## src/hdl/zgat_pkg.sv

```systemverilog
// Types and codes for the zone grant/acknowledge table.
package zgat_pkg;

   localparam int ZONE_W = 64;

   // request modes
   localparam logic [1:0] MODE_GRANT  = 2'd0;
   localparam logic [1:0] MODE_REVOKE = 2'd1;
   localparam logic [1:0] MODE_ACK    = 2'd2;
   localparam logic [1:0] MODE_QUERY  = 2'd3;

   // zone states reported in a result word
   localparam logic [1:0] ST_NONE    = 2'd0;
   localparam logic [1:0] ST_GRANTED = 2'd1;
   localparam logic [1:0] ST_ACKED   = 2'd2;

   typedef struct packed {
      logic [1:0]        mode;
      logic [ZONE_W-1:0] zone;
   } req_type;

   typedef struct packed {
      logic       ok;
      logic [1:0] zone_state;
      logic       can_receive;
      logic       full_res;
   } rsp_type;

endpackage

```

## src/hdl/zgat_table.sv

```systemverilog
// Slot storage with parallel zone match, lowest-free-slot pick and update.
module zgat_table #(
   parameter int SLOTS = 16
) (
   input  logic              clock,
   input  logic              reset,
   input  logic              commit,
   input  zgat_pkg::req_type req,
   output zgat_pkg::rsp_type rsp
);

   logic [zgat_pkg::ZONE_W-1:0] slot_zone_ff [SLOTS];
   logic [SLOTS-1:0] slot_used_ff;
   logic [SLOTS-1:0] slot_used_in;
   logic [SLOTS-1:0] slot_acked_ff;
   logic [SLOTS-1:0] slot_acked_in;

   logic [SLOTS-1:0] match;
   logic [SLOTS-1:0] free_vec;
   logic [SLOTS-1:0] free_oh;
   logic [SLOTS-1:0] ins_vec;
   logic [SLOTS-1:0] clr_vec;
   logic [SLOTS-1:0] ack_vec;
   logic             zone_nz;
   logic             hit;
   logic             hit_acked;
   logic             have_free;
   logic             ok;
   logic             full;
   logic [1:0]       state;

   // parallel compare against every used slot; zones are unique in the table
   always_comb begin
      for (int i = 0; i < SLOTS; i++) begin
         match[i] = slot_used_ff[i] && (slot_zone_ff[i] == req.zone);
      end
   end

   assign zone_nz   = |req.zone;
   assign hit       = zone_nz && |match;
   assign hit_acked = |(match & slot_acked_ff);

   // lowest free slot as a one-hot vector
   assign free_vec  = ~slot_used_ff;
   assign free_oh   = free_vec & (~free_vec + SLOTS'(1));
   assign have_free = |free_vec;

   // operation decode
   always_comb begin
      ok      = 1'b0;
      full    = 1'b0;
      state   = zgat_pkg::ST_NONE;
      ins_vec = '0;
      clr_vec = '0;
      ack_vec = '0;
      if (zone_nz) begin
         unique case (req.mode)
            zgat_pkg::MODE_GRANT: begin
               if (hit) begin
                  state = hit_acked ? zgat_pkg::ST_ACKED : zgat_pkg::ST_GRANTED;
               end else if (have_free) begin
                  ins_vec = free_oh;
                  ok      = 1'b1;
                  state   = zgat_pkg::ST_GRANTED;
               end else begin
                  full = 1'b1;
               end
            end
            zgat_pkg::MODE_REVOKE: begin
               if (hit) begin
                  clr_vec = match;
                  ok      = 1'b1;
               end
            end
            zgat_pkg::MODE_ACK: begin
               if (hit) begin
                  ack_vec = match;
                  ok      = 1'b1;
                  state   = zgat_pkg::ST_ACKED;
               end
            end
            zgat_pkg::MODE_QUERY: begin
               if (hit) begin
                  ok    = 1'b1;
                  state = hit_acked ? zgat_pkg::ST_ACKED : zgat_pkg::ST_GRANTED;
               end
            end
            default: begin
               ok = 1'b0;
            end
         endcase
      end
   end

   assign rsp.ok          = ok;
   assign rsp.zone_state  = state;
   assign rsp.can_receive = !zone_nz || (state == zgat_pkg::ST_ACKED);
   assign rsp.full_res    = full;

   // next slot flags
   assign slot_used_in  = (slot_used_ff | ins_vec) & ~clr_vec;
   assign slot_acked_in = (slot_acked_ff & ~clr_vec & ~ins_vec) | ack_vec;

   always_ff @(posedge clock) begin
      if (reset) begin
         slot_used_ff  <= '0;
         slot_acked_ff <= '0;
      end else if (commit) begin
         slot_used_ff  <= slot_used_in;
         slot_acked_ff <= slot_acked_in;
      end
   end

   // zone storage, written into the chosen free slot
   always_ff @(posedge clock) begin
      for (int i = 0; i < SLOTS; i++) begin
         if (commit && ins_vec[i]) begin
            slot_zone_ff[i] <= req.zone;
         end
      end
   end

endmodule

```

## src/hdl/zone_grant_ack_table.sv

```systemverilog
// Top level of the zone grant/acknowledge table.
//
// Request channel (req_valid, req_stall, req_data) carries one word: a mode
// (grant, revoke, acknowledge, query) and a 64-bit zone. Every request gives
// exactly one result word on the response channel (rsp_valid, rsp_stall,
// rsp_data): ok, zone_state, can_receive and full_res.
// A word is taken at a clock edge where valid is high and stall is low.
// A taken request is held in the input register until the result register
// is free, and its result is then loaded into the result register.
// Throughput: one request per cycle while rsp_stall does not hold the result
// register. The request is held in an input register, looked up against all
// SLOTS entries in parallel and the table updated at the same edge that loads
// the result register, so the next request always sees the updated table.
// Reset (synchronous, active high) empties the table and both registers;
// req_stall is low in the cycle after reset.
// When rsp_stall holds the result register, the input register fills and
// req_stall rises in the same cycle that it cannot drain.
module zone_grant_ack_table #(
   parameter int SLOTS = 16
) (
   input  logic              clock,
   input  logic              reset,
   input  logic              req_valid,
   output logic              req_stall,
   input  zgat_pkg::req_type req_data,
   output logic              rsp_valid,
   input  logic              rsp_stall,
   output zgat_pkg::rsp_type rsp_data
);

   logic              s1_valid_ff;
   logic              s1_valid_in;
   zgat_pkg::req_type s1_word_ff;
   logic              rsp_valid_ff;
   logic              rsp_valid_in;
   zgat_pkg::rsp_type rsp_word_ff;
   zgat_pkg::rsp_type lookup_rsp;
   logic              out_free;
   logic              advance;
   logic              req_take;

   // handshake control
   assign out_free     = !rsp_valid_ff || !rsp_stall;
   assign advance      = s1_valid_ff && out_free;
   assign req_stall    = s1_valid_ff && !out_free;
   assign req_take     = req_valid && !req_stall;
   assign s1_valid_in  = req_take || (s1_valid_ff && !advance);
   assign rsp_valid_in = advance || (rsp_valid_ff && rsp_stall);

   always_ff @(posedge clock) begin
      if (reset) begin
         s1_valid_ff  <= 1'b0;
         rsp_valid_ff <= 1'b0;
      end else begin
         s1_valid_ff  <= s1_valid_in;
         rsp_valid_ff <= rsp_valid_in;
      end
   end

   // input word register
   always_ff @(posedge clock) begin
      if (req_take) begin
         s1_word_ff <= req_data;
      end
   end

   // table lookup and update
   zgat_table #(
      .SLOTS (SLOTS)
   ) u_table (
      .clock  (clock),
      .reset  (reset),
      .commit (advance),
      .req    (s1_word_ff),
      .rsp    (lookup_rsp)
   );

   // result word register
   always_ff @(posedge clock) begin
      if (advance) begin
         rsp_word_ff <= lookup_rsp;
      end
   end

   assign rsp_valid = rsp_valid_ff;
   assign rsp_data  = rsp_word_ff;

endmodule

```

## config.mk

```make
export PLATFORM = sky130hd
export DESIGN_NAME = zone_grant_ack_table
export DESIGN_NICKNAME = d
export VERILOG_FILES = /design/src/hdl/zgat_pkg.sv /design/src/hdl/zgat_table.sv /design/src/hdl/zone_grant_ack_table.sv
export SDC_FILE = /design/constraint.sdc
export NUM_CORES = 2
export LEC_CHECK = 0
export BUFFER_PORTS_ARGS = -buffer_cell sky130_fd_sc_hd__buf_2
export CORE_UTILIZATION = 64
export CTS_BUF_LIST = sky130_fd_sc_hd__clkbuf_4 sky130_fd_sc_hd__clkbuf_8
export DETAILED_ROUTE_END_ITERATION = 8
export PLACE_DENSITY = 0.9
export SLEW_MARGIN = 0
export SYNTH_ARGS = -nofsm -noshare
export SYNTH_HDL_FRONTEND = slang
export SYNTH_HIERARCHICAL = 1
export SYNTH_SLANG_ARGS = --single-unit
```

## constraint.sdc

```tcl
create_clock -name clock -period 34.4 [get_ports clock]
set_input_delay 8.6 -clock clock [delete_from_list [all_inputs] [get_ports clock]]
set_output_delay 8.6 -clock clock [all_outputs]
set_load 0.005 [all_outputs]
```

==> results_dict.tcl <==
set metrics [dict create \
    status "finished with violations" \
    violations "design-rule violations" \
    postCtsHoldBufs 0 \
    ys_warn_count 6 \
    finalSetupViolCount 0 \
    worstPathArrival_ns 9.02 \
    root_buffer "clkbuf_8" \
    rsz0062_at_grt "no" \
    cp-start-kind "input port" \
    cp_cell_sequence "buf_2 > nand3_2 > inv_1 > buf_2" \
    path_class "input port to output port" \
    regArea_um2 33560 \
    grt_pass1_wl_mm 232.5 \
    final.setup_skew_ns 0.06421 \
    synthFlopType "edfxtp_1" \
    dpl_cell_area_um2 53420 \
    timing.final.crit_share 0.5122 \
    syn_inst 3796 \
    cts_max_level 4 \
    num_vias 36125 \
    leakagePower_nw 17.60 \
    start_util 0.6455 \
    drv_cap 0 \
    peakVddDrop_uv 46.18 \
    place.detailed.hpwl_mm 90.62 \
    relSlewSlack 0.2098 \
    synth_cell_types 76 \
    cts_tree "done" \
    hp-start "s1_valid_ff$_SDFF_PP0_" \
    pin_count 77 \
    critical_path_required_ns 25.80 \
    firstDrtPassIters 9 \
    worst_pin_slew_ns 1.174 \
    coreArea_um2 80420 \
    gp_congestion 0.9943 \
    fin_crit_ns 17.62 \
    crit_buf_inv 3 \
    cts-resized-gates 0 \
    postSynth.asyncResetShare 0 \
    ys_seq_area_frac 0.6465 \
    portBuffers 76 \
    r2r_start "s1_word_ff[51]$_DFFE_PP_" \
    clkTransAtPathRegs_ns 0.06 \
    synth.top_cell.area_share 0.6334 \
    maxSlewViolCount 0 \
    stdcell_area_um2 57020 \
    fillers 5054 \
    clock_path_buffers 3 \
    die_x_um 286.8 \
    routed_wl_mm 162.1 \
    cp_max_fo 3 \
    dieArea_um2 82250 \
    cp_top_family "buffers and inverters" \
    clk_latency_ns 0.90 \
    nets 4050 \
    powerDensity_nw_per_um2 50.83 \
    final_common_cell "edfxtp_1" \
    first_global_vias 35473 \
    yosys-top-cells-area "edfxtp_1 (63%), xnor2_1 (11%), nand2b_1 (4.9%), nand4_1 (4.5%), xor2_1 (2.1%)" \
    overflow 0 \
    place_ws_ns 16.77 \
    slowest_stage "buf_2" \
    netlist_area_um2 51910 \
    synth-seq-cells 1129 \
    first_iter_violations 6138 \
    drive_gt1_frac 0.1174 \
    area_growth_syn_to_layout_pct 9.834 \
    fin_setup_tns_ns 0 \
    wire_per_inst_um 31.28 \
    ant_nets 0 \
    cp_common_cell "buf_2" \
    final_cell_mix "edfxtp_1 (1,095), xnor2_1 (642), nand2b_1 (406), nand4_1 (371), clkbuf_8 (176)" \
    post_drt_via_cell_ratio 6.970 \
    max_clock_freq_mhz 56.76 \
    hold_path_class "flop to flop" \
    grt_start_max_net_pins 66 \
    syn_area_per_cell_um2 13.68 \
    syn_nets 3866 \
    grtUsageTotal 0.3946 \
    multi_input_area_um2 17130 \
    cp-startpoint "rsp_stall" \
    hold_violations 0 \
    cts_buffers 175 \
    drc 1 \
    cts_setup_buffers 0 \
    cts.sinks 1129 \
    yosysTopAreaCell "edfxtp_1" \
    row_count 104 \
    setup_ws_ns 16.78 \
    worstSetupEndpointType "output port" \
    antenna_found_initial 6 \
    dieHeight_um 286.8 \
    critPathMaxStageDelay_ns 0.13 \
    synth-edff-count 1095 \
]
worst paths after layout:
path                                             to  slack (ns)  cells past startpoint
max reg2reg  u_table/slot_zone_ff[0][452]$_DFFE_PP_       28.34                     11
max                                       req_stall       16.78                      4
min                          s1_valid_ff$_SDFF_PP0_        0.51                      2
min reg2reg                  s1_valid_ff$_SDFF_PP0_        0.51                      2
where the power goes:
group	total [mW]	internal, mW	switching, mW
clock network	1.16	0.606	0.557
registers	1.52	1.52	0.00469
logic	0.214	0.0567	0.158
total	2.90	2.18	0.719
worst register-to-register path, stage by stage (launching register included):
cell	delay [ns]
edfxtp_1	0.84
buf_4	0.66
inv_1	0.53
o2111ai_1	0.35
nor4_1	0.10
nand4_1	0.24
nor2_1	0.19
nor4_1	0.40
nand4_4	0.48
nor3_2	0.85
nor3b_2	0.31
buf_4	0.66
kinds of logic after synthesis:
logic type,count (synthesis),share of synthesized area
AOI/OAI and AO/OA,221,0.03249
adders and majority gates,1,0.0002169
buffers and inverters,253,0.02555
DFF,1129,0.6465
and+or+nand+nor,1423,0.1655
xor gates and xnor gates,769,0.1297
flip-flops by register name (all words and copies together), names as in the netlist:
signal / flops
rsp_data: 5
rsp_valid: 1
s1_valid_ff: 1
s1_word_ff: 66
u_table/slot_acked_ff: 16
u_table/slot_used_ff: 16
u_table/slot_zone_ff: 1024
metrics by stage:
stage	std cells	hold slack, ns	utilization	power (mW)
2_1_floorplan	3796	0.4552	-	1.670
3_3_place_gp	4863	0.4721	0.6643	1.745
3_5_place_dp	4863	0.4974	0.6643	1.752
4_1_cts	5182	0.5053	0.7090	2.890
5_1_grt	5183	0.5316	0.7090	2.963
6_report	5183	0.5115	0.7090	2.898
cell usage after synthesis (15+ instances only):
cell          n
o22ai_1      23
nor2b_1      21
inv_1        95
o2111ai_1    42
buf_2        67
nand4_1     371
xor2_1      127
nor4b_1      19
nand4b_1     15
nand2_1      96
nand3_1     107
xnor2_1     642
nand2b_1    406
nor2_1       59
buf_4        70
a21oi_1      23
nor4_1      169
o21ai_0      19
edfxtp_1   1095
nor3_1       62
or4_1        22
dfxtp_1      34
final cells by class:
type,count,share of cell area
Antenna cell,1,0.00004389
Clock buffer,227,0.04920
Clock inverter,92,0.01387
Inverter,96,0.006320
Multi-Input combinational cell,2414,0.3004
Sequential cell,1129,0.5886
Tap cell,1060,0.02326
Timing Repair Buffer,164,0.01826
metal layers:
metal	track usage	vias up	routed length [um]
met4	0.2876	2	13430
li1	-	14768	-
met2	0.5823	3308	70120
met5	0	-	16
met3	0.1129	788	24590
met1	0.5017	17259	53970
(Power assumes the default switching activity.)
